$ cat src/rtl/lsf_pkg.sv
// Shared constants, payload types and job record of the least-squares line fit.
`timescale 1ns / 1ps
`default_nettype none

package lsf_pkg;

   localparam int MAX_SAMPLES = 4096;
   localparam int SAMPLE_BITS = 16;
   localparam int FRAC_BITS   = 16;

   localparam int IN_W       = 16;
   localparam int OUT_W      = 48;
   localparam int PAIR_CNT_W = 13;

   localparam int CNT_W  = $clog2(MAX_SAMPLES + 1);
   localparam int SQ_W   = 2 * SAMPLE_BITS;
   localparam int SX_W   = SAMPLE_BITS + CNT_W;
   localparam int SXX_W  = 2 * SAMPLE_BITS + CNT_W - 1;
   localparam int PROD_W = SX_W + SXX_W;
   localparam int WIDE_W = PROD_W + 2;

   localparam int CHUNK_W     = 16;
   localparam int B_CHUNKS    = (SXX_W + CHUNK_W - 1) / CHUNK_W;
   localparam int BPAD_W      = B_CHUNKS * CHUNK_W;
   localparam int CHUNK_CNT_W = $clog2(B_CHUNKS + 1);
   localparam int PART_W      = SX_W + CHUNK_W;

   localparam int N_PRODUCTS = 6;
   localparam int PIDX_W     = $clog2(N_PRODUCTS);

   localparam int DIVN_W    = WIDE_W + FRAC_BITS + 2;
   localparam int DIVD_W    = WIDE_W + 1;
   localparam int DIV_CNT_W = $clog2(DIVN_W + 1);

   localparam int Q_DEPTH = 2;
   localparam int Q_PTR_W = $clog2(Q_DEPTH);
   localparam int FILL_W  = Q_PTR_W + 1;

   localparam logic [DIVN_W-1:0] POS_LIMIT = DIVN_W'((64'd1 << (OUT_W - 1)) - 64'd1);
   localparam logic [DIVN_W-1:0] NEG_LIMIT = DIVN_W'(64'd1 << (OUT_W - 1));

   typedef struct packed {
      logic signed [IN_W-1:0] x_sample;
      logic signed [IN_W-1:0] y_sample;
      logic                   last_pair;
   } pair_type;

   typedef struct packed {
      logic signed [OUT_W-1:0] slope;
      logic signed [OUT_W-1:0] intercept;
      logic                    degenerate;
      logic [PAIR_CNT_W-1:0]   pair_count;
      logic                    overflowed;
   } fit_type;

   typedef struct packed {
      logic [CNT_W-1:0]        count;
      logic signed [SX_W-1:0]  sum_x;
      logic signed [SX_W-1:0]  sum_y;
      logic signed [SXX_W-1:0] sum_xx;
      logic signed [SXX_W-1:0] sum_xy;
      logic                    dropped;
   } job_type;

endpackage

`default_nettype wire

$ cat src/rtl/lsf_front.sv
// Front end: forms x*x and x*y of the incoming pair, accumulates run sums and hands a job off on the last pair.
`timescale 1ns / 1ps
`default_nettype none

module lsf_front import lsf_pkg::*; (
   input  logic     clock,
   input  logic     reset,
   input  logic     req_valid,
   output logic     req_stall,
   input  pair_type req_pair,
   output logic     push_valid,
   output job_type  push_job,
   input  logic     push_ready
);

   logic                    s1_valid_ff;
   logic                    s1_last_ff;
   logic signed [SAMPLE_BITS-1:0] s1_x_ff;
   logic signed [SAMPLE_BITS-1:0] s1_y_ff;
   logic signed [SQ_W-1:0]  s1_xx_ff;
   logic signed [SQ_W-1:0]  s1_xy_ff;

   logic [CNT_W-1:0]        count_ff;
   logic signed [SX_W-1:0]  sum_x_ff;
   logic signed [SX_W-1:0]  sum_y_ff;
   logic signed [SXX_W-1:0] sum_xx_ff;
   logic signed [SXX_W-1:0] sum_xy_ff;
   logic                    drop_ff;

   logic                    hold;
   logic                    consume;
   logic                    room;
   logic signed [SAMPLE_BITS-1:0] x_in;
   logic signed [SAMPLE_BITS-1:0] y_in;
   job_type                 acc_in;

   assign x_in      = req_pair.x_sample[SAMPLE_BITS-1:0];
   assign y_in      = req_pair.y_sample[SAMPLE_BITS-1:0];
   assign hold      = s1_valid_ff && s1_last_ff && !push_ready;
   assign req_stall = hold;
   assign consume   = s1_valid_ff && !hold;
   assign room      = count_ff < CNT_W'(MAX_SAMPLES);

   always_comb begin
      acc_in.count   = count_ff;
      acc_in.sum_x   = sum_x_ff;
      acc_in.sum_y   = sum_y_ff;
      acc_in.sum_xx  = sum_xx_ff;
      acc_in.sum_xy  = sum_xy_ff;
      acc_in.dropped = drop_ff;
      if (room) begin
         acc_in.count  = count_ff + CNT_W'(1);
         acc_in.sum_x  = sum_x_ff + SX_W'(s1_x_ff);
         acc_in.sum_y  = sum_y_ff + SX_W'(s1_y_ff);
         acc_in.sum_xx = sum_xx_ff + SXX_W'(s1_xx_ff);
         acc_in.sum_xy = sum_xy_ff + SXX_W'(s1_xy_ff);
      end else begin
         acc_in.dropped = 1'b1;
      end
   end

   assign push_valid = consume && s1_last_ff;
   assign push_job   = acc_in;

   always_ff @(posedge clock) begin
      if (reset) begin
         s1_valid_ff <= 1'b0;
         s1_last_ff  <= 1'b0;
      end else if (!hold) begin
         s1_valid_ff <= req_valid;
         s1_last_ff  <= req_pair.last_pair;
      end
   end

   always_ff @(posedge clock) begin
      if (!hold) begin
         s1_x_ff  <= x_in;
         s1_y_ff  <= y_in;
         s1_xx_ff <= SQ_W'(x_in) * SQ_W'(x_in);
         s1_xy_ff <= SQ_W'(x_in) * SQ_W'(y_in);
      end
   end

   always_ff @(posedge clock) begin
      if (reset) begin
         count_ff  <= '0;
         sum_x_ff  <= '0;
         sum_y_ff  <= '0;
         sum_xx_ff <= '0;
         sum_xy_ff <= '0;
         drop_ff   <= 1'b0;
      end else if (consume) begin
         if (s1_last_ff) begin
            count_ff  <= '0;
            sum_x_ff  <= '0;
            sum_y_ff  <= '0;
            sum_xx_ff <= '0;
            sum_xy_ff <= '0;
            drop_ff   <= 1'b0;
         end else begin
            count_ff  <= acc_in.count;
            sum_x_ff  <= acc_in.sum_x;
            sum_y_ff  <= acc_in.sum_y;
            sum_xx_ff <= acc_in.sum_xx;
            sum_xy_ff <= acc_in.sum_xy;
            drop_ff   <= acc_in.dropped;
         end
      end
   end

endmodule

`default_nettype wire

$ cat config.mk
export PLATFORM = sky130hd
export DESIGN_NAME = lsf_front
export DESIGN_NICKNAME = d
export VERILOG_FILES = /design/src/rtl/lsf_pkg.sv /design/src/rtl/lsf_front.sv
export SDC_FILE = /design/constraint.sdc
export NUM_CORES = 2
export LEC_CHECK = 0
export ABC_CLOCK_PERIOD_IN_PS = 17500
export BUFFER_PORTS_ARGS = -buffer_cell sky130_fd_sc_hd__buf_2
export CORE_ASPECT_RATIO = 0.75
export CORE_MARGIN = 5
export CORE_UTILIZATION = 55
export CTS_CLUSTER_DIAMETER = 60
export DETAILED_ROUTE_END_ITERATION = 6
export PLACE_DENSITY = 0.73
export SLEW_MARGIN = 20
export SYNTH_ARGS = -nofsm -noshare
export SYNTH_HDL_FRONTEND = slang
export SYNTH_SLANG_ARGS = --single-unit
$ cat constraint.sdc
create_clock -name clock -period 17.5 [get_ports clock]
set_input_delay 1.75 -clock clock [delete_from_list [all_inputs] [get_ports clock]]
set_output_delay 1.75 -clock clock [all_outputs]
set_load 0.01 [all_outputs]
==> key figures <==
Outcome
  • Status: finished, final reports clean

Synthesis
  • Synth Net Count: 4950
  • Post-synth EDFFs: between 90 and 100
  • Most used DFF post-synth: dfxtp_1
  • FFs w/ async S/R, synth: 0%
  • Syn_area_per_cell: approximately 8.7 sq um
  • Synth top area share: 27.9%
  • Mapped Area: 35800 sq um
  • Mapped Cells: 4098
  • Yosys reg bits: 256
  • Area leader, netlist: fa_1
  • Seq/Total Area, Yosys: 16.9%
  • Synth area leaders: fa_1, ha_1, dfxtp_1
  • Yosys warning count: 0
  • Cell variety after synth: 80

Routing
  • WL/cell: 18.3 um
  • Initial DRC count: between 2k and 2.5k
  • Antenna Violating Nets Remaining: 0
  • Via count: 28.5k
  • DRC: 0
  • DR pass1 iterations: 5
  • Vias per cell: 5.61
  • Drt total wl: 92800 um

Final layout
  • Share of cells above drive strength 1: between 7 and 8%
  • NumNets Final: 5026
  • Most frequent cells in the layout: inv_1, fa_1, nand2_1
  • Fill count: 5773
  • Design area: 38500 sq um
  • Layout area overhead: 7.44%
  • Most common cell after layout, fill and taps aside: inv_1
  • Fin util: 59.3%

STA
  • Period minus WS final: between 8 and 9 ns
  • Endpoints failing hold: 0
  • RSZ-0062 raised after global routing: false
  • Least-Margin Pin Slew: 1.02 ns
  • Max frequency: 121 MHz
  • Skew final: 0.0293 ns
  • Final critical-path share of the clock period: 47.4%
  • TNS Setup: 0 ns
  • # setup viols final: 0
  • WHS: 0.472 ns
  • Relative slew slack: about a third
  • Pins Over Slew Limit: 0

Clock network
  • Clock transition at path regs: approximately 0.070 ns
  • CTS Hold Bufs: 0
  • Number of gates resized after CTS: 0
  • Inserted Clock Buffers: 30
  • CTS Sinks: 256
  • Post-CTS setup buffers: 0
  • CTS Root Cell: clkbuf_16
  • H-tree depth: 1
  • Maximum root-to-sink buffer count: 3
  • CTS tree: yes
  • Latest clock arrival within the worst-skew pair: 0.60 ns

Critical path
  • Arrival time worst endpoint: 8.64 ns
  • Max incr delay on CP: 0.89 ns
  • Setup CP Type: primary input to flop
  • CP Capture Type: flop
  • Required @ worst endpoint: roughly 18 ns
  • CP max-delay cell: fa_1
  • Critical Path Most Common Cell: fa_1
  • Critical Path Start Type: primary input
  • CP Cell Sequence: buf_2, buf_4, clkinv_1, nor2_1, fa_1, fa_1, fa_1, fa_1, fa_1, inv_1, fa_1, inv_1, ha_1, inv_1, a31oi_1, o21a_1, nor2_1, o21ai_0, a31oi_1, a31oi_1, o21a_1, nor2_1, xnor2_1
  • Reg2Reg Setup Slack: 13.24 ns
  • Crit Path Max Fanout: 34

Placement
  • Cell Area, Placed: between 30000 and 40000 sq um
  • Post-DP HPWL: 70400 um
  • Routability Congestion: 0.915
  • Port buffer count: 198

Global routing
  • First-pass GRT wire length: 152000 um
  • Pin count of the biggest net entering global routing: 99
  • Initial antenna violation count: 4
  • Global-route usage over all layers: 26.4%
  • Gr ovfl total: 0
  • Vias in the first global route: approximately 28k

Job
  • Max-cap violations: 0

Die
  • Top-Level Pins: 199
  • Die Width: 305 um
  • Row cnt: 81
  • Core area: between 60000 and 70000 sq um
  • Die height: 231 um
  • Starting density of the core: between 50% and 60%
  • Full die area: 70400 sq um

Worst hold path
  • Hold Path Class: flop to flop
[stage by stage]
step           std cells  setup slack (ns)
2_1_floorplan       4098              9.80
3_3_place_gp        5013              8.83
3_5_place_dp        5013              8.67
4_1_cts             5069              9.28
5_1_grt             5069              8.82
6_report            5070              9.21
[area by class of cell]
| cell class | instances | area [sq um] | share of cell area, % |
|---|---|---|---|
| clock buffers | 33 | 783 | 2.04 |
| diodes | 1 | 2.50 | 0.00650 |
| clock inverters | 23 | 278 | 0.722 |
| well taps | 871 | 1090 | 2.83 |
| inverters | 657 | 2470 | 6.41 |
| flip-flops and latches | 256 | 6070 | 15.8 |
| repair buffers | 219 | 1150 | 2.99 |
| multi-input cells | 3010 | 26600 | 69.2 |
[kinds of logic (layout without fill, tap and decap cells)]
logic type                 count (synthesis)  in the layout  synth area share [%]
AOI/OAI and AO/OA                        846            846                  15.2
other                                      0              1                     0
muxes                                     23             23                 0.695
buffers and inverters                    832            932                  8.73
adders and majority gates                815            815                  38.9
DFF                                      256            256                  16.9
and+or+nand+nor                         1105           1105                  14.1
xor gates and xnor gates                 221            221                  5.40
[per-layer routing]
| metal | part of all wire, % | vias to the layer above | global-route usage (%) | routed length, um |
|---|---|---|---|---|
| met3 | 7.7 | 158 | 4.50 | 7140 |
| li1 | - | 13540 | - | - |
| met5 | 0.033 | - | 0 | 31 |
| met1 | 46 | 13809 | 38.7 | 42600 |
| met4 | 3.5 | 6 | 7.86 | 3240 |
| met2 | 43 | 938 | 40.6 | 39800 |
[final timing paths]
kind / from / cells after the start / end
setup / recovery: req_pair[32] / 23 / s1_xx_ff[31]
hold / removal: sum_x_ff[22] / 2 / sum_x_ff[22]
setup reg to reg: s1_x_ff[0] / 12 / sum_xx_ff[40]
hold reg to reg: sum_x_ff[22] / 2 / sum_x_ff[22]
[cell usage after synthesis, types with 19 or more instances]
| cell type | number |
|---|---|
| dfxtp_1 | 162 |
| and2_1 | 174 |
| xor2_1 | 80 |
| nand2_1 | 471 |
| edfxtp_1 | 94 |
| o21bai_1 | 32 |
| ha_1 | 316 |
| xnor2_1 | 141 |
| fa_1 | 499 |
| nor2b_1 | 19 |
| nand3_1 | 41 |
| nand2b_1 | 30 |
| a31oi_1 | 32 |
| a21oi_1 | 181 |
| a22oi_1 | 68 |
| inv_1 | 655 |
| clkbuf_1 | 164 |
| o21a_1 | 23 |
| a21o_1 | 91 |
| o31ai_1 | 19 |
| nand4_1 | 28 |
| nor3_1 | 30 |
| o21ai_0 | 239 |
| nor2_1 | 253 |
| a211oi_1 | 22 |
[flip-flops by register name (all words and copies together), names as in the netlist]
signal / flops
sum_xx_ff: 44
sum_xy_ff: 44
s1_xy_ff: 32
s1_xx_ff: 30
sum_x_ff: 29
sum_y_ff: 29
s1_x_ff: 16
s1_y_ff: 16
count_ff: 13
drop_ff: 1
s1_last_ff: 1
s1_valid_ff: 1
[critical path, delay by kind of cell]
family                     cells  cell delay (ns)
and+or+nand+nor                3             0.52
buffers and inverters          6             1.21
xor gates and xnor gates       1             0.11
AOI/OAI and AO/OA              6             1.16
adders and majority gates      7             3.85
Power is left out: the tool's default activity adds up to more than one toggle a clock period on the data nets, which glitch-free logic cannot reach.
