`src/rtl/lsf_pkg.sv`:
```
// Shared constants, payload types and job record of the least-squares line fit.
`timescale 1ns / 1ps
`default_nettype none

package lsf_pkg;

   localparam int MAX_SAMPLES = 4096;
   localparam int SAMPLE_BITS = 16;
   localparam int FRAC_BITS   = 16;

   localparam int IN_W       = 16;
   localparam int OUT_W      = 48;
   localparam int PAIR_CNT_W = 13;

   localparam int CNT_W  = $clog2(MAX_SAMPLES + 1);
   localparam int SQ_W   = 2 * SAMPLE_BITS;
   localparam int SX_W   = SAMPLE_BITS + CNT_W;
   localparam int SXX_W  = 2 * SAMPLE_BITS + CNT_W - 1;
   localparam int PROD_W = SX_W + SXX_W;
   localparam int WIDE_W = PROD_W + 2;

   localparam int CHUNK_W     = 16;
   localparam int B_CHUNKS    = (SXX_W + CHUNK_W - 1) / CHUNK_W;
   localparam int BPAD_W      = B_CHUNKS * CHUNK_W;
   localparam int CHUNK_CNT_W = $clog2(B_CHUNKS + 1);
   localparam int PART_W      = SX_W + CHUNK_W;

   localparam int N_PRODUCTS = 6;
   localparam int PIDX_W     = $clog2(N_PRODUCTS);

   localparam int DIVN_W    = WIDE_W + FRAC_BITS + 2;
   localparam int DIVD_W    = WIDE_W + 1;
   localparam int DIV_CNT_W = $clog2(DIVN_W + 1);

   localparam int Q_DEPTH = 2;
   localparam int Q_PTR_W = $clog2(Q_DEPTH);
   localparam int FILL_W  = Q_PTR_W + 1;

   localparam logic [DIVN_W-1:0] POS_LIMIT = DIVN_W'((64'd1 << (OUT_W - 1)) - 64'd1);
   localparam logic [DIVN_W-1:0] NEG_LIMIT = DIVN_W'(64'd1 << (OUT_W - 1));

   typedef struct packed {
      logic signed [IN_W-1:0] x_sample;
      logic signed [IN_W-1:0] y_sample;
      logic                   last_pair;
   } pair_type;

   typedef struct packed {
      logic signed [OUT_W-1:0] slope;
      logic signed [OUT_W-1:0] intercept;
      logic                    degenerate;
      logic [PAIR_CNT_W-1:0]   pair_count;
      logic                    overflowed;
   } fit_type;

   typedef struct packed {
      logic [CNT_W-1:0]        count;
      logic signed [SX_W-1:0]  sum_x;
      logic signed [SX_W-1:0]  sum_y;
      logic signed [SXX_W-1:0] sum_xx;
      logic signed [SXX_W-1:0] sum_xy;
      logic                    dropped;
   } job_type;

endpackage

`default_nettype wire

```
`src/rtl/lsf_queue.sv`:
```
// Short job queue between the accumulating front end and the solver.
`timescale 1ns / 1ps
`default_nettype none

module lsf_queue import lsf_pkg::*; (
   input  logic    clock,
   input  logic    reset,
   input  logic    push_valid,
   input  job_type push_job,
   output logic    push_ready,
   input  logic    pop,
   output logic    head_valid,
   output job_type head_job
);

   job_type            job_ff [Q_DEPTH];
   logic [Q_PTR_W-1:0] wr_ptr_ff;
   logic [Q_PTR_W-1:0] rd_ptr_ff;
   logic [FILL_W-1:0]  fill_ff;
   logic [FILL_W-1:0]  fill_in;

   assign push_ready = fill_ff != FILL_W'(Q_DEPTH);
   assign head_valid = fill_ff != '0;
   assign head_job   = job_ff[rd_ptr_ff];
   assign fill_in    = fill_ff + FILL_W'(push_valid) - FILL_W'(pop);

   always_ff @(posedge clock) begin
      if (reset) begin
         wr_ptr_ff <= '0;
         rd_ptr_ff <= '0;
         fill_ff   <= '0;
      end else begin
         if (push_valid) begin
            wr_ptr_ff <= wr_ptr_ff + Q_PTR_W'(1);
         end
         if (pop) begin
            rd_ptr_ff <= rd_ptr_ff + Q_PTR_W'(1);
         end
         fill_ff <= fill_in;
      end
   end

   always_ff @(posedge clock) begin
      if (push_valid) begin
         job_ff[wr_ptr_ff] <= push_job;
      end
   end

endmodule

`default_nettype wire

```
`config.mk`:
```
export PLATFORM = sky130hd
export DESIGN_NAME = lsf_queue
export DESIGN_NICKNAME = d
export VERILOG_FILES = /design/src/rtl/lsf_pkg.sv /design/src/rtl/lsf_queue.sv
export SDC_FILE = /design/constraint.sdc
export NUM_CORES = 1
export LEC_CHECK = 0
export BUFFER_PORTS_ARGS = -buffer_cell sky130_fd_sc_hd__clkbuf_2
export CELL_PAD_IN_SITES_DETAIL_PLACEMENT = 1
export CELL_PAD_IN_SITES_GLOBAL_PLACEMENT = 2
export CORE_MARGIN = 5
export CORE_UTILIZATION = 35
export CTS_CLUSTER_DIAMETER = 150
export DETAILED_ROUTE_END_ITERATION = 6
export PLACE_DENSITY_LB_ADDON = 0.1
export REMOVE_ABC_BUFFERS = 1
export SETUP_SLACK_MARGIN = 0.3
export SLEW_MARGIN = 20
export SYNTH_ARGS = -nofsm -noshare
export SYNTH_HDL_FRONTEND = slang
export SYNTH_SLANG_ARGS = --single-unit
export TNS_END_PERCENT = 5
```
`constraint.sdc`:
```
create_clock -name clock -period 9.1 [get_ports clock]
set_clock_uncertainty 0.2 [all_clocks]
set_input_delay 1.82 -clock clock [delete_from_list [all_inputs] [get_ports clock]]
set_output_delay 1.82 -clock clock [all_outputs]
set_load 0.1 [all_outputs]
```
==> out/metrics.csv, run 1 <==
metric;value;unit
post-route-period-util;55.59;%
antennaDiodeCount;0;
cts_tree;done;
period_minus_slack;5.059;ns
wl_per_cell;19.81;um
portBuffers;325;
core;34460;um^2
p_seq_share;43.5;%
grt_max_degree;113;
start_util;35.31;%
synth_warnings;0;
clk_pin_slew;0.05;ns
grt_setup_unrepaired;false;
drc;0;
worstPathRequired;7.08;ns
p_sw_share;32.70;%
grt_pass1_vias;6787;
dpl_worst_slack;4.527;ns
r2r-end;job_ff[1][88];
cts.sinks;325;
whs;0.3234;ns
postRouteAntennaNets;0;
antenna_found_initial;3;
area_growth_syn_to_layout;26.66;%
rows;68;
worstSetupEndpoint;head_job[35];
ctsHtreeMaxLevel;2;
cts_buffers;38;
synth_area;12170;um^2
drt-total-wl;26820;um
yosys_register_bits;325;
rr_worst_depth;2;
final_cells;1354;
drive_gt1_share;60.18;%
reg2reg_from;wr_ptr_ff;
vdd.ir_drop.worst;0.1636;mV
setup_ws;4.041;ns
dr_total_vias;6091;
ys_seq_area_share;79.79;%
syn_avg_cell_area;23.44;um^2
r2r_slack;6.66;ns
maxCapViolCount;0;
hold_depth;2;
p_per_area;265.8;nW/um^2
final_util;44.73;%
grt.total_usage;13.38;%
setup_violations;0;
tns;0;ns
critPathArrivalTime;3.04;ns
nets;1038;
internal_power;2757;uW
fmax;0.1977;GHz
pwr-share-clk;33.2;%
dp_cells;1286;
hpwl;18440;um
postCtsHoldBufs;0;
crit_type;register to output pin;
die_w;196.5;um
synth_cell_types;15;
root_buffer;clkbuf_16;
grt_pass1_wl;39920;um
combinationalPowerShare;23.2;%
gp_congestion;0.7046;
ios;326;
clockBufferDepth;3;
p_leak;0.006024;uW
hp-class;register to register;
worst_slew_pin_slew;1.012;ns
endpoint_kind;output pin;
outcome;completed;
slew_violations;0;
hold_violations;0;
cts_resized;0;
routed_via_density;4.499;
die_area;38590;um^2
post-cts-setup-buffers;0;
grt_remaining_overflow;0;
die_h;196.5;um
fillers;3383;
synthCells;519;
first_iter_violations;210;
cp_max_fo;112;
insertion_delay;0.50;ns
switching_power;1340;uW
max_slew_margin;32.55;%
firstDrtPassIters;4;
cp-start-kind;register;
-- layout make-up --
class / count / area [um^2] / share of cell area (%)
clock buffer: 49 / 1013 / 6.576
clock inverter: 18 / 108.9 / 0.7063
inverter: 2 / 7.507 / 0.04871
multi-input combinational: 174 / 2296 / 14.90
sequential: 325 / 9713 / 63.02
tap: 455 / 569.3 / 3.694
timing repair buffer: 331 / 1704 / 11.06
-- layout by cell type, fill, tap and decap left out, drive strengths merged --
cell,Yosys,layout
xnor2,2,2
or2,1,1
and2,1,1
dfxtp,5,5
nor2,4,4
buf,18,6
xnor3,1,1
ha,2,2
mux2,160,160
clkinv,0,16
edfxtp,320,320
clkbuf,0,374
inv,2,3
nor2b,2,2
bufinv,0,1
nand2,1,1
-- per-stage QoR --
step / cell area, um^2 / total power [uW]
2_1_floorplan: 12000 / 2646
3_3_place_gp: 14260 / 2762
3_5_place_dp: 14260 / 2777
4_1_cts: 15380 / 4167
5_1_grt: 15410 / 4264
6_report: 15410 / 4097
-- cell usage after synthesis --
| cell type | number | area, um^2 |
|---|---|---|
| edfxtp_1 | 320 | 9609 |
| nand2_1 | 1 | 3.750 |
| buf_6 | 12 | 135.1 |
| xnor2_1 | 2 | 17.52 |
| ha_1 | 2 | 25.02 |
| and2_1 | 1 | 6.260 |
| buf_2 | 6 | 30.03 |
| dfxtp_1 | 5 | 100.1 |
| mux2_4 | 100 | 1501 |
| mux2_2 | 60 | 675.7 |
| inv_1 | 2 | 7.510 |
| or2_2 | 1 | 6.260 |
| xnor3_1 | 1 | 22.52 |
| nor2b_1 | 2 | 12.51 |
| nor2_1 | 4 | 15.01 |
-- registers in the layout, summed over array words and instances (netlist names), named ones only --
register / count
rd_ptr_ff: 1
job_ff: 320
fill_ff: 2
wr_ptr_ff: 1
-- how the worst min path moves through the flow --
stage	start	endpoint	slack (ns)
2_1_floorplan	rd_ptr_ff	register	0.28
5_1_grt	rd_ptr_ff	rd_ptr_ff	0.38
3_5_place_dp	rd_ptr_ff	rd_ptr_ff	0.31
3_3_place_gp	rd_ptr_ff	rd_ptr_ff	0.30
6_report	rd_ptr_ff	rd_ptr_ff	0.32
4_1_cts	rd_ptr_ff	rd_ptr_ff	0.33
-- metal layers --
metal	up-vias	track usage [%]	part of all wire, %
met5	-	0	0.15
met4	6	4.112	2.5
met3	51	5.077	9.3
met2	224	23.01	51
met1	3026	15.61	38
li1	2784	-	-
-- logic make-up (layout without fill, tap and decap cells) --
logic type    Yosys count  after routing  synth area share, %
xor+xnor                3              3               0.3291
fa+ha+maj               2              2               0.2056
buf+inv                20            400                1.419
flops                 325            325                79.79
mux                   160            160                17.89
simple gates            9              9               0.3599
-- worst max-delay path, stage by stage (launching register included) --
cell and delay, ns:
dfxtp_4 0.93, buf_12 0.52, mux2_2 0.42, clkbuf_2 0.37
-- power by group through the flow --
stage                     Sequential (uW)  Clock [uW]  Combinational [uW]
after global routing                 1790        1490                 984
after CTS                            1790        1420                 963
after floorplan                      1840           0                 806
after global placement               1810           0                 952
after detailed placement             1820           0                 961
final                                1780        1360                 952
(Power assumes the default switching activity.)
==> inputs of run 2 (changes only) <==
clock period = 4.5 ns   (was 9.1 ns; I/O delays follow)
==> out/metrics.csv, run 2 (synthesis results as in run 1) <==
metric;value;unit
reg_top3;job_ff x320, fill_ff x2;
postRouteAntennaNets;0;
postCtsHoldBufs;0;
vdd.ir_drop.worst;0.3722;mV
cts_tree;done;
hold_depth;2;
max_slew_margin;47.04;%
fmax;0.2786;GHz
die_w;196.5;um
cts_resized;0;
maxCapViolCount;0;
p_seq_share;43.3;%
portBuffers;325;
ios;326;
crit_family;buffers and inverters;
critPathMaxStageDelay;0.71;ns
period_minus_slack;3.589;ns
nets;1039;
die_area;38590;um^2
grt_pass1_vias;6686;
design_area;15460;um^2
rows;68;
setup_violations;0;
switching_power;2664;uW
core;34460;um^2
routed_via_density;4.466;
wl_per_cell;19.77;um
crit_cells;3;
p_per_area;536.6;nW/um^2
final_common_cell;clkbuf_2;
outcome;completed;
grt.total_usage;13.19;%
post-cts-setup-buffers;0;
regMostFlops;job_ff;
internal_power;5632;uW
hold_violations;0;
grt_pass1_wl;39230;um
antennaDiodeCount;0;
combinationalPowerShare;23.3;%
firstDrtPassIters;4;
final_cell_mix;clkbuf_2, edfxtp_1, mux2_4, mux2_2, clkbuf_16;
crit_type;register to output pin;
fillers;3356;
dpl_cell_area;14320;um^2
dr_total_vias;6038;
post-route-period-util;79.76;%
whs;0.3368;ns
ctsHtreeMaxLevel;2;
hp-class;register to register;
start_util;35.31;%
slew_violations;0;
clockBufferDepth;3;
worst_slew_pin_slew;0.7944;ns
drive_gt1_share;60.65;%
critPathBufInv;2;
drc;0;
p_leak;0.006045;uW
p_sw_share;32.11;%
endpoint_kind;output pin;
pwr-share-clk;33.3;%
largest_reg_flops;320;
grt_remaining_overflow;0;
area_growth_syn_to_layout;27.03;%
critPathArrivalTime;2.49;ns
crit_path_top_delay_cell;dfxtp_4;
insertion_delay;0.49;ns
die_h;196.5;um
cts_buffers;35;
antenna_found_initial;2;
hpwl;18480;um
rr_worst_depth;2;
drt-total-wl;26730;um
cts.sinks;325;
gp_congestion;0.7164;
cp_max_fo;63;
worstPathRequired;3.40;ns
grt_max_degree;77;
root_buffer;clkbuf_16;
final_util;44.86;%
cp_cell_sequence;buf_12 -> mux2_2 -> clkbuf_2;
first_iter_violations;187;
grt_setup_unrepaired;false;
clk_pin_slew;0.06;ns
power;8295;uW
cp-start-kind;register;
[run 2: layout make-up]
cell class,instances,area [um^2],share of cell area [%]
tap,455,569.3,3.683
clock buffer,54,1040,6.727
sequential,325,9713,62.84
inverter,2,7.507,0.04857
timing repair buffer,335,1752,11.33
multi-input combinational,174,2296,14.85
clock inverter,7,80.08,0.5181
[run 2: routing by layer]
| layer | track usage (%) | up-vias | routed length [um] |
|---|---|---|---|
| met5 | 0 | - | 23 |
| met3 | 4.650 | 49 | 2413 |
| met4 | 3.698 | 4 | 588 |
| li1 | - | 2775 | - |
| met2 | 22.84 | 214 | 13430 |
| met1 | 15.66 | 2996 | 10270 |
[run 2: path summary, 6_finish.rpt]
check	start	to	slack (ns)
max reg2reg	wr_ptr_ff	job_ff[1][30]	2.37
min reg2reg	rd_ptr_ff	register	0.34
min	rd_ptr_ff	register	0.34
max	register	head_job[26]	0.91
[run 2: tightest hold or removal path: cells and delay by family (launching register included)]
kind	cells	cell delay (ns)
and+or+nand+nor	1	0.08
DFF	1	0.33
xor gates and xnor gates	1	0.09
[run 2: power groups by stage]
stage	clock [uW]	combinational [uW]	sequential [uW]
2_1_floorplan	0	1630	3720
5_1_grt	3010	2000	3610
6_report	2770	1930	3600
4_1_cts	2890	1960	3600
3_5_place_dp	0	1950	3660
3_3_place_gp	0	1940	3650
[run 2: metrics by stage]
stage	TNS, ns	worst slack, ns	instances
3_3_place_gp	0	1.438	1290
4_1_cts	0	0.8493	1351
5_1_grt	0	0.7897	1352
6_report	0	0.9108	1352
3_5_place_dp	0	1.402	1290
2_1_floorplan	-1233.98	-4.216	501
==> inputs of run 3 (changes only) <==
clock period = 3.72 ns   (was 4.5 ns; I/O delays follow)
==> out/metrics.csv, run 3 (synthesis results as in run 1) <==
metric;value;unit
outcome;completed;
cts_tree;done;
worstPathRequired;2.78;ns
ctsHtreeMaxLevel;2;
wl_per_cell;20.01;um
grt_remaining_overflow;0;
dpl_cell_area;14390;um^2
postCtsHoldBufs;0;
critPathBufInv;2;
grt_pass1_wl;40010;um
use_met1;15.70;%
post-route-period-util;87.20;%
globalRouteMet2Util;23.01;%
portBuffers;325;
power;9965;uW
postRouteAntennaNets;0;
dp_cells;1291;
cts_buffers;36;
grt_use_met3;4.957;%
hp-class;input port to register;
clk_pin_slew;0.06;ns
grt_max_degree;85;
grt.total_usage;13.37;%
die_w;196.5;um
drt-total-wl;27130;um
nets;1040;
post-cts-setup-buffers;0;
insertion_delay;0.49;ns
grt_setup_unrepaired;false;
cts.sinks;325;
setup_violations;0;
grt_pass1_vias;6837;
crit_type;register to output pin;
period_minus_slack;3.244;ns
antenna_found_initial;5;
die_h;196.5;um
area_growth_syn_to_layout;27.18;%
endpoint_kind;output pin;
final_cells;1356;
hpwl;18910;um
largest_reg_flops;320;
maxCapViolCount;0;
p_per_area;644.0;nW/um^2
root_buffer;clkbuf_16;
critPathArrivalTime;2.30;ns
clockBufferDepth;3;
ios;326;
dpl_worst_slack;0.9533;ns
core;34460;um^2
vdd.ir_drop.worst;0.3943;mV
final_cell_mix;clkbuf_2, edfxtp_1, mux2_4, mux2_2, clkbuf_16;
design_area;15470;um^2
cp_cell_sequence;buf_12 -> mux2_2 -> clkbuf_2;
drive_gt1_share;60.58;%
fmax;0.3083;GHz
drc;0;
slew_violations;0;
hold_violations;0;
cts_resized;0;
crit_family;buffers and inverters;
max_slew_margin;48.50;%
final_common_cell;clkbuf_2;
rows;68;
firstDrtPassIters;4;
routed_via_density;4.493;
p_leak;0.006044;uW
grt_most_used_layer;met2;
start_util;35.31;%
die_area;38590;um^2
setup_ws;0.4763;ns
cp-start-kind;register;
reg_top3;job_ff x320, fill_ff x2;
dr_total_vias;6092;
first_iter_violations;212;
cp_max_fo;64;
critPathMaxStageDelay;0.56;ns
gp_congestion;0.7307;
regMostFlops;job_ff;
crit_path_top_delay_cell;dfxtp_4;
worst_slew_pin_slew;0.7724;ns
final_util;44.91;%
==> run 3: worst paths after layout <==
check,cells past startpoint,startpoint,slack (ns),endpoint
setup / recovery,3,register,0.48,head_job[21]
hold / removal,1,push_job[156],0.23,job_ff[0][156]
setup reg to reg,2,wr_ptr_ff,1.72,job_ff[1][9]
hold reg to reg,2,rd_ptr_ff,0.34,rd_ptr_ff
==> run 3: power breakdown <==
group / switching (uW) / leakage (uW) / internal (uW) / total, uW
Clock: 1300 / 0.000529 / 1960 / 3260
Combinational: 1870 / 0.00247 / 488 / 2360
Sequential: 63.2 / 0.00305 / 4280 / 4340
Total: 3240 / 0.00604 / 6730 / 9970
==> run 3: layout make-up <==
cell class / instances / area, um^2
timing repair buffer: 335 / 1802
fill: 3349 / 18980
sequential: 325 / 9713
inverter: 2 / 7.507
clock buffer: 50 / 974.7
tap: 455 / 569.3
antenna: 3 / 7.507
multi-input combinational: 174 / 2296
clock inverter: 12 / 105.1
==> run 3: stage by stage <==
step / hold WS (ns) / TNS [ns]
CTS: 0.2026 / 0
global route: 0.2075 / 0
detailed placement: 0.3177 / 0
global placement: 0.3005 / 0
finish: 0.2344 / 0
floorplan: 0.2799 / -1533.50
==> run 3: worst reg2reg max path, cell delays in order, from the launching register on <==
cell,delay [ns]
dfxtp_1,0.40
and2_4,0.69
buf_4,0.39
==> run 3: metal layers <==
layer | routed length (um) | part of all wire [%]
met1 | 10300 | 38
met2 | 13730 | 51
met3 | 2466 | 9.1
met4 | 596 | 2.2
met5 | 39 | 0.14
