**config.mk**
```make
export PLATFORM = sky130hd
export DESIGN_NAME = lsf_solve
export DESIGN_NICKNAME = d
export VERILOG_FILES = /design/src/rtl/lsf_pkg.sv /design/src/rtl/lsf_solve.sv
export SDC_FILE = /design/constraint.sdc
export NUM_CORES = 2
export LEC_CHECK = 0
export ABC_AREA = 1
export BUFFER_PORTS_ARGS = -buffer_cell sky130_fd_sc_hd__buf_2
export CORE_MARGIN = 2
export CORE_UTILIZATION = 50
export CTS_BUF_LIST = sky130_fd_sc_hd__clkbuf_4 sky130_fd_sc_hd__clkbuf_8
export DETAILED_ROUTE_END_ITERATION = 8
export PLACE_DENSITY = 0.64
export SKIP_LAST_GASP = 1
export SLEW_MARGIN = 20
export SYNTH_ARGS = -nofsm -noshare
export SYNTH_HDL_FRONTEND = slang
export SYNTH_SLANG_ARGS = --single-unit
```
**constraint.sdc**
```tcl
create_clock -name clock -period 38.6 [get_ports clock]
set_input_delay 7.72 -clock clock [delete_from_list [all_inputs] [get_ports clock]]
set_output_delay 7.72 -clock clock [all_outputs]
set_load 0.05 [all_outputs]
```
**src/rtl/lsf_pkg.sv**
```systemverilog
// Shared constants, payload types and job record of the least-squares line fit.
`timescale 1ns / 1ps
`default_nettype none

package lsf_pkg;

   localparam int MAX_SAMPLES = 4096;
   localparam int SAMPLE_BITS = 16;
   localparam int FRAC_BITS   = 16;

   localparam int IN_W       = 16;
   localparam int OUT_W      = 48;
   localparam int PAIR_CNT_W = 13;

   localparam int CNT_W  = $clog2(MAX_SAMPLES + 1);
   localparam int SQ_W   = 2 * SAMPLE_BITS;
   localparam int SX_W   = SAMPLE_BITS + CNT_W;
   localparam int SXX_W  = 2 * SAMPLE_BITS + CNT_W - 1;
   localparam int PROD_W = SX_W + SXX_W;
   localparam int WIDE_W = PROD_W + 2;

   localparam int CHUNK_W     = 16;
   localparam int B_CHUNKS    = (SXX_W + CHUNK_W - 1) / CHUNK_W;
   localparam int BPAD_W      = B_CHUNKS * CHUNK_W;
   localparam int CHUNK_CNT_W = $clog2(B_CHUNKS + 1);
   localparam int PART_W      = SX_W + CHUNK_W;

   localparam int N_PRODUCTS = 6;
   localparam int PIDX_W     = $clog2(N_PRODUCTS);

   localparam int DIVN_W    = WIDE_W + FRAC_BITS + 2;
   localparam int DIVD_W    = WIDE_W + 1;
   localparam int DIV_CNT_W = $clog2(DIVN_W + 1);

   localparam int Q_DEPTH = 2;
   localparam int Q_PTR_W = $clog2(Q_DEPTH);
   localparam int FILL_W  = Q_PTR_W + 1;

   localparam logic [DIVN_W-1:0] POS_LIMIT = DIVN_W'((64'd1 << (OUT_W - 1)) - 64'd1);
   localparam logic [DIVN_W-1:0] NEG_LIMIT = DIVN_W'(64'd1 << (OUT_W - 1));

   typedef struct packed {
      logic signed [IN_W-1:0] x_sample;
      logic signed [IN_W-1:0] y_sample;
      logic                   last_pair;
   } pair_type;

   typedef struct packed {
      logic signed [OUT_W-1:0] slope;
      logic signed [OUT_W-1:0] intercept;
      logic                    degenerate;
      logic [PAIR_CNT_W-1:0]   pair_count;
      logic                    overflowed;
   } fit_type;

   typedef struct packed {
      logic [CNT_W-1:0]        count;
      logic signed [SX_W-1:0]  sum_x;
      logic signed [SX_W-1:0]  sum_y;
      logic signed [SXX_W-1:0] sum_xx;
      logic signed [SXX_W-1:0] sum_xy;
      logic                    dropped;
   } job_type;

endpackage

`default_nettype wire

```
**src/rtl/lsf_solve.sv**
```systemverilog
// Back end: forms the fit determinants with a chunked multiplier and divides bit-serially.
`timescale 1ns / 1ps
`default_nettype none

module lsf_solve import lsf_pkg::*; (
   input  logic    clock,
   input  logic    reset,
   input  logic    head_valid,
   input  job_type head_job,
   output logic    pop,
   output logic    rsp_valid,
   input  logic    rsp_stall,
   output fit_type rsp_fit
);

   typedef enum logic [3:0] {
      ST_IDLE,
      ST_MUL_SETUP,
      ST_MUL_RUN,
      ST_MUL_ACC,
      ST_CHECK,
      ST_DIV_LOAD,
      ST_DIV_PREP,
      ST_DIV_RUN,
      ST_DIV_SAT,
      ST_DIV_STORE,
      ST_FINISH
   } state_type;

   state_type               state_ff;
   job_type                 job_ff;
   logic [PIDX_W-1:0]       prod_idx_ff;
   logic [CHUNK_CNT_W-1:0]  chunk_cnt_ff;
   logic [SX_W-1:0]         a_mag_ff;
   logic [BPAD_W-1:0]       b_sh_ff;
   logic                    prod_neg_ff;
   logic [PROD_W-1:0]       prod_ff;
   logic signed [WIDE_W-1:0] den_ff;
   logic signed [WIDE_W-1:0] numm_ff;
   logic signed [WIDE_W-1:0] numq_ff;
   logic [WIDE_W-1:0]       dmag_ff;
   logic                    dneg_ff;
   logic                    deg_ff;
   logic                    div_sel_ff;
   logic [WIDE_W-1:0]       nmag_ff;
   logic                    qneg_ff;
   logic [DIVN_W-1:0]       quo_ff;
   logic [DIVD_W-1:0]       rem_ff;
   logic [DIV_CNT_W-1:0]    div_cnt_ff;
   logic [OUT_W-1:0]        mag_ff;
   logic [OUT_W-1:0]        slope_ff;
   logic [OUT_W-1:0]        icpt_ff;
   logic                    rsp_valid_ff;
   fit_type                 rsp_fit_ff;

   logic signed [SX_W-1:0]  a_sel;
   logic signed [SXX_W-1:0] b_sel;
   logic [SX_W-1:0]         a_mag_in;
   logic [SXX_W-1:0]        b_mag;
   logic [PART_W-1:0]       partial;
   logic [PROD_W-1:0]       prod_in;
   logic signed [WIDE_W-1:0] prod_wide;
   logic signed [WIDE_W-1:0] term_base;
   logic signed [WIDE_W-1:0] term_in;
   logic                    term_sub;
   logic signed [WIDE_W-1:0] num_sel;
   logic [WIDE_W-1:0]       nmag_in;
   logic [WIDE_W-1:0]       dmag_in;
   logic [DIVD_W-1:0]       divisor;
   logic [DIVD_W:0]         shifted;
   logic                    q_bit;
   logic [DIVD_W-1:0]       rem_in;
   logic [DIVN_W-1:0]       quo_in;
   logic [DIVN_W-1:0]       limit;
   logic [OUT_W-1:0]        mag_in;
   logic [OUT_W-1:0]        signed_in;
   logic                    out_free;

   always_comb begin
      case (prod_idx_ff)
         PIDX_W'(0): begin
            a_sel = SX_W'(signed'({1'b0, job_ff.count}));
            b_sel = job_ff.sum_xx;
         end
         PIDX_W'(1): begin
            a_sel = job_ff.sum_x;
            b_sel = SXX_W'(job_ff.sum_x);
         end
         PIDX_W'(2): begin
            a_sel = SX_W'(signed'({1'b0, job_ff.count}));
            b_sel = job_ff.sum_xy;
         end
         PIDX_W'(3): begin
            a_sel = job_ff.sum_x;
            b_sel = SXX_W'(job_ff.sum_y);
         end
         PIDX_W'(4): begin
            a_sel = job_ff.sum_y;
            b_sel = job_ff.sum_xx;
         end
         PIDX_W'(5): begin
            a_sel = job_ff.sum_x;
            b_sel = job_ff.sum_xy;
         end
         default: begin
            a_sel = '0;
            b_sel = '0;
         end
      endcase
      a_mag_in = a_sel[SX_W-1] ? SX_W'(-a_sel) : SX_W'(a_sel);
      b_mag    = b_sel[SXX_W-1] ? SXX_W'(-b_sel) : SXX_W'(b_sel);
   end

   assign partial = a_mag_ff * b_sh_ff[BPAD_W-1 -: CHUNK_W];
   assign prod_in = (prod_ff << CHUNK_W) + PROD_W'(partial);

   always_comb begin
      prod_wide = signed'(WIDE_W'(prod_ff));
      case (prod_idx_ff[PIDX_W-1:1])
         2'd0:    term_base = den_ff;
         2'd1:    term_base = numm_ff;
         2'd2:    term_base = numq_ff;
         default: term_base = '0;
      endcase
      if (!prod_idx_ff[0]) begin
         term_base = '0;
      end
      term_sub = prod_neg_ff ^ prod_idx_ff[0];
      term_in  = term_sub ? term_base - prod_wide : term_base + prod_wide;
   end

   always_comb begin
      num_sel = div_sel_ff ? numq_ff : numm_ff;
      nmag_in = num_sel[WIDE_W-1] ? WIDE_W'(-num_sel) : WIDE_W'(num_sel);
      dmag_in = den_ff[WIDE_W-1] ? WIDE_W'(-den_ff) : WIDE_W'(den_ff);
   end

   always_comb begin
      divisor = {dmag_ff, 1'b0};
      shifted = {rem_ff, quo_ff[DIVN_W-1]};
      q_bit   = shifted >= {1'b0, divisor};
      rem_in  = q_bit ? DIVD_W'(shifted - {1'b0, divisor}) : shifted[DIVD_W-1:0];
      quo_in  = {quo_ff[DIVN_W-2:0], q_bit};
   end

   always_comb begin
      limit     = qneg_ff ? NEG_LIMIT : POS_LIMIT;
      mag_in    = (quo_ff > limit) ? limit[OUT_W-1:0] : quo_ff[OUT_W-1:0];
      signed_in = qneg_ff ? OUT_W'(-mag_ff) : mag_ff;
   end

   assign out_free  = !rsp_valid_ff || !rsp_stall;
   assign pop       = (state_ff == ST_IDLE) && head_valid;
   assign rsp_valid = rsp_valid_ff;
   assign rsp_fit   = rsp_fit_ff;

   always_ff @(posedge clock) begin
      if (reset) begin
         state_ff     <= ST_IDLE;
         rsp_valid_ff <= 1'b0;
      end else begin
         if (rsp_valid_ff && !rsp_stall && state_ff != ST_FINISH) begin
            rsp_valid_ff <= 1'b0;
         end
         case (state_ff)
            ST_IDLE: begin
               if (head_valid) begin
                  job_ff      <= head_job;
                  prod_idx_ff <= '0;
                  state_ff    <= ST_MUL_SETUP;
               end
            end
            ST_MUL_SETUP: begin
               a_mag_ff     <= a_mag_in;
               b_sh_ff      <= BPAD_W'(b_mag);
               prod_neg_ff  <= a_sel[SX_W-1] ^ b_sel[SXX_W-1];
               prod_ff      <= '0;
               chunk_cnt_ff <= '0;
               state_ff     <= ST_MUL_RUN;
            end
            ST_MUL_RUN: begin
               prod_ff      <= prod_in;
               b_sh_ff      <= b_sh_ff << CHUNK_W;
               chunk_cnt_ff <= chunk_cnt_ff + CHUNK_CNT_W'(1);
               if (chunk_cnt_ff == CHUNK_CNT_W'(B_CHUNKS - 1)) begin
                  state_ff <= ST_MUL_ACC;
               end
            end
            ST_MUL_ACC: begin
               case (prod_idx_ff[PIDX_W-1:1])
                  2'd0:    den_ff  <= term_in;
                  2'd1:    numm_ff <= term_in;
                  default: numq_ff <= term_in;
               endcase
               if (prod_idx_ff == PIDX_W'(N_PRODUCTS - 1)) begin
                  state_ff <= ST_CHECK;
               end else begin
                  prod_idx_ff <= prod_idx_ff + PIDX_W'(1);
                  state_ff    <= ST_MUL_SETUP;
               end
            end
            ST_CHECK: begin
               deg_ff     <= den_ff == '0;
               dmag_ff    <= dmag_in;
               dneg_ff    <= den_ff[WIDE_W-1];
               div_sel_ff <= 1'b0;
               if (den_ff == '0) begin
                  slope_ff <= '0;
                  icpt_ff  <= '0;
                  state_ff <= ST_FINISH;
               end else begin
                  state_ff <= ST_DIV_LOAD;
               end
            end
            ST_DIV_LOAD: begin
               nmag_ff  <= nmag_in;
               qneg_ff  <= num_sel[WIDE_W-1] ^ dneg_ff;
               state_ff <= ST_DIV_PREP;
            end
            ST_DIV_PREP: begin
               quo_ff     <= (DIVN_W'(nmag_ff) << (FRAC_BITS + 1)) + DIVN_W'(dmag_ff);
               rem_ff     <= '0;
               div_cnt_ff <= '0;
               state_ff   <= ST_DIV_RUN;
            end
            ST_DIV_RUN: begin
               quo_ff     <= quo_in;
               rem_ff     <= rem_in;
               div_cnt_ff <= div_cnt_ff + DIV_CNT_W'(1);
               if (div_cnt_ff == DIV_CNT_W'(DIVN_W - 1)) begin
                  state_ff <= ST_DIV_SAT;
               end
            end
            ST_DIV_SAT: begin
               mag_ff   <= mag_in;
               state_ff <= ST_DIV_STORE;
            end
            ST_DIV_STORE: begin
               if (!div_sel_ff) begin
                  slope_ff   <= signed_in;
                  div_sel_ff <= 1'b1;
                  state_ff   <= ST_DIV_LOAD;
               end else begin
                  icpt_ff  <= signed_in;
                  state_ff <= ST_FINISH;
               end
            end
            ST_FINISH: begin
               if (out_free) begin
                  rsp_fit_ff.slope      <= slope_ff;
                  rsp_fit_ff.intercept  <= icpt_ff;
                  rsp_fit_ff.degenerate <= deg_ff;
                  rsp_fit_ff.pair_count <= PAIR_CNT_W'(job_ff.count);
                  rsp_fit_ff.overflowed <= job_ff.dropped;
                  rsp_valid_ff          <= 1'b1;
                  state_ff              <= ST_IDLE;
               end
            end
            default: begin
               state_ff <= ST_IDLE;
            end
         endcase
      end
   end

endmodule

`default_nettype wire

```
==> results summary <==
The run finished with clean final reports. The number of placed I/O pins is 277. The number of iterations in the first detailed-routing pass is 9.

The cell sitting at the root of the clock tree is a sky130_fd_sc_hd__clkbuf_8. The worst-case setup slack after placement is 22580 ps. The pin count of the biggest net entering global routing is 108.

TritonCTS created 195 clock buffers. The sequential area share after synthesis came out at 37.5%. The final routed wirelength across all metal layers is 323 mm. The maximum buffer depth of the clock tree came out at 3. The number of nets at the end of the flow is 12940. The share of total power in the clock network is 12.5%. For this design the ratio of total power to cell area is 96.1 nW/um^2. The number of sinks on the clock net came out at 1131.

The final max-slew violation count was 0. The setup-violating endpoint count in the final report came out at 0. Dividing the detail-routed wire length by the instance count gives 22.3 microns.

After routing, the total negative slack on setup checks comes to 0 ps. The area of the placeable core came out at 180000 sq um. Of the available clock period, the critical path in the final layout requires 41.6%. The final hold violation count came to 0.

The most common cell after layout, fill and taps aside is sky130_fd_sc_hd__nand2_1. The critical path goes through buf_2 > inv_1 > nor2_1 > buf_2. Buffers placed on the I/O ports in this run total 276. The delay of the slowest critical-path stage is 290 ps. The peak supply drop is 0.334 mV. The net switching power is 5430 uW. The worst setup path is captured at an output port.

The number of standard cells in the final layout excluding fillers came out at 14495. The part of the power in registers is 16.2%. The arrival time of data at the critical path endpoint came out at 8320 ps. The number of hold buffers added after cts came out at 0. The async set or reset register ratio after synthesis is 0%. The first-iteration detailed-routing DRC count came out at 7949. Clock latency on the worst-skew pair, taken at its later pin, is 1020 ps.

The synthesized netlist occupies a cell area of 90400 sq um. The floorplan has 156 rows. Synthesis produced 11728 cells. The number of global-route vias before repair came to 78645.

The most used flip-flop cell after synthesis is sky130_fd_sc_hd__edfxtp_1. Setup repair after global routing left no endpoint under its margin. For this run, design rule violations remaining after detail routing come to 0.

The slowest stage of the critical path is the sky130_fd_sc_hd__buf_2 cell. The detail route stage leaves a number of antenna-violating nets equal to 0. The cell repeated most along the worst path is sky130_fd_sc_hd__buf_2. The total nets after synthesis came out at 12702. The global route total overflow is 0.

After synthesis, the netlist uses 66 different library cells. The growth of design area from synthesis to finish came out at 8.67%. The average instance in the mapped netlist occupies 7.71 sq um. The top cell types in the final layout, fill and taps aside, are sky130_fd_sc_hd__nand2_1, sky130_fd_sc_hd__inv_1, sky130_fd_sc_hd__nor2_1. The number of violations of the max-capacitance limit came out at 0. The ratio of routed vias to standard cells came out at 5.55. The static leakage is 0.0445 uW. The final setup skew is 62.6 ps. The combinational share of power is 71.4%.

Data on the critical path is required at its endpoint by 30880 ps. The die is 429 microns tall. The worst setup path is launched from a primary input.

The largest fanout on the critical path is 3. The die area came out at 184000 sq um. The class of the tightest hold or removal check is flop to flop. The worst slew margin relative to its limit came out at 23.6%. The final HPWL from detailed placement is 263 mm.

The H-tree depth came out at 4. By startpoint and endpoint, the worst setup path is classified as primary input to output port. The total global-route track usage is 34.8%. The placer's final routability congestion estimate came out at 1.06.

For the pin with the worst max-slew slack, the measured transition is 1140 ps. The smallest setup slack after layout is 22560 ps. After routing the design area is 98300 sq um. The number of warnings issued by yosys came out at 0.

The first global-routing pass estimated 482 mm of wire. The number of antenna violations at the first check in global routing was 6. In this run the cell area measured after placement is 94200 sq um.

The clock-pin slew reported for the worst setup and hold paths after clock tree synthesis is 70 ps. The final critical-path required period is 16040 ps. The effective utilization at floorplan is 50.2%.

Counting flops with a built-in enable in the synthesized netlist gives 1126. The proportion of total power due to net switching came out at 57.6%. The CTS tree is built. The internal portion of total power came out at 4010 uW. Once the clock tree was built, the setup fixing pass inserted 0 buffers. The number of cells after detailed placement came out at 14138.

The synthesized design contains 1131 register bits. The total of cells resized after clock tree synthesis came out at 0. The floorplan step set the die width to 429 microns. Derived from the worst setup path, the maximum achievable clock frequency is 62.3 MHz. The total number of vias is 80494. The fraction of layout instances using a drive strength above 1 came out at 6.85%.
state kept, by name, summed over array words and instances, names as in the netlist, 3 cells and up:
name,flops
job_ff,160
rsp_fit,111
quo_ff,93
rem_ff,76
den_ff,75
dmag_ff,75
nmag_ff,75
numm_ff,75
numq_ff,75
prod_ff,73
b_sh_ff,48
icpt_ff,48
mag_ff,48
slope_ff,48
a_mag_ff,29
div_cnt_ff,7
state_ff,4
prod_idx_ff,3
synth_stat cells (38+ instances only):
| cell type | n | share of area (%) |
|---|---|---|
| sky130_fd_sc_hd__nor2_1 | 1394 | 5.8 |
| sky130_fd_sc_hd__nand3b_1 | 38 | 0.32 |
| sky130_fd_sc_hd__nand4_1 | 148 | 1.0 |
| sky130_fd_sc_hd__o21bai_1 | 42 | 0.35 |
| sky130_fd_sc_hd__xor2_1 | 278 | 2.7 |
| sky130_fd_sc_hd__ha_1 | 402 | 5.6 |
| sky130_fd_sc_hd__a31oi_1 | 46 | 0.32 |
| sky130_fd_sc_hd__nor3_1 | 156 | 0.86 |
| sky130_fd_sc_hd__o21ai_1 | 59 | 0.33 |
| sky130_fd_sc_hd__nand3_1 | 463 | 2.6 |
| sky130_fd_sc_hd__nor4_1 | 55 | 0.38 |
| sky130_fd_sc_hd__clkbuf_1 | 237 | 0.98 |
| sky130_fd_sc_hd__inv_1 | 2088 | 8.7 |
| sky130_fd_sc_hd__o21ai_0 | 646 | 3.6 |
| sky130_fd_sc_hd__edfxtp_1 | 1126 | 37 |
| sky130_fd_sc_hd__fa_1 | 408 | 9.0 |
| sky130_fd_sc_hd__a21oi_1 | 604 | 3.3 |
| sky130_fd_sc_hd__nand2_1 | 3037 | 13 |
| sky130_fd_sc_hd__xnor2_1 | 83 | 0.80 |
routing by layer:
metal | wire length [microns] | share of wire (%) | global-route usage [%] | up-vias
li1 | - | - | - | 38062
met1 | 133000 | 41 | 45.6 | 38409
met2 | 149000 | 46 | 56.3 | 3342
met3 | 22600 | 7.0 | 4.88 | 681
met4 | 18700 | 5.8 | 17.5 | 0
met5 | 0 | 0 | 0 | -
kinds of logic (layout without fill, tap and decap cells):
family | count (synthesis) | count (layout) | synth area share [%]
XOR/XNOR | 361 | 361 | 3.50
AND/OR/NAND/NOR | 5404 | 5404 | 24.5
multiplexers | 1 | 1 | 0.0111
buffers and inverters | 2433 | 2825 | 10.3
flip-flops | 1131 | 1131 | 37.5
adder cells (fa/ha/maj) | 810 | 810 | 14.6
other | 0 | 5 | 0
AO/OA/AOI/OAI | 1588 | 1588 | 9.57
cell type report:
class                           count  area, sq um
Sequential cell                  1131        33900
Antenna cell                        5         12.5
Fill cell                       17301        81900
Tap cell                         2370         2970
Clock buffer                      256         3150
Timing Repair Buffer              349         1950
Multi-Input combinational cell   8164        47400
Clock inverter                     95          956
Inverter                         2125         7990
critical path: cells and delay by family:
kind | cells | cell delay, ps
buffers and inverters | 3 | 460
and+or+nand+nor | 1 | 140
metrics by stage:
| step | power, uW | hold slack [ps] | util (%) |
|---|---|---|---|
| after CTS | 9380 | 413 | 54.5 |
| after global placement | 8130 | 403 | 52.3 |
| after floorplan | 5620 | 400 | - |
| after detailed placement | 8170 | 405 | 52.3 |
| final | 9440 | 411 | 54.6 |
| after global routing | 10200 | 421 | 54.6 |
power by group through the flow:
stage / clock (uW) / combinational [uW] / sequential [uW]
3_5_place_dp: 0 / 6620 / 1550
5_1_grt: 1240 / 7390 / 1530
4_1_cts: 1200 / 6660 / 1530
3_3_place_gp: 0 / 6580 / 1550
6_report: 1180 / 6740 / 1530
2_1_floorplan: 0 / 4100 / 1520
final timing paths:
kind | startpoint | slack (ps) | depth (start not counted) | end
min reg2reg | icpt_ff[31] | 410 | 0 | rsp_fit[46]
max | head_valid | 22560 | 4 | pop
max reg2reg | a_mag_ff[5] | 31150 | 23 | prod_ff[49]
min | icpt_ff[31] | 410 | 0 | rsp_fit[46]
No activity file was read; power rests on OpenSTA's default activity.
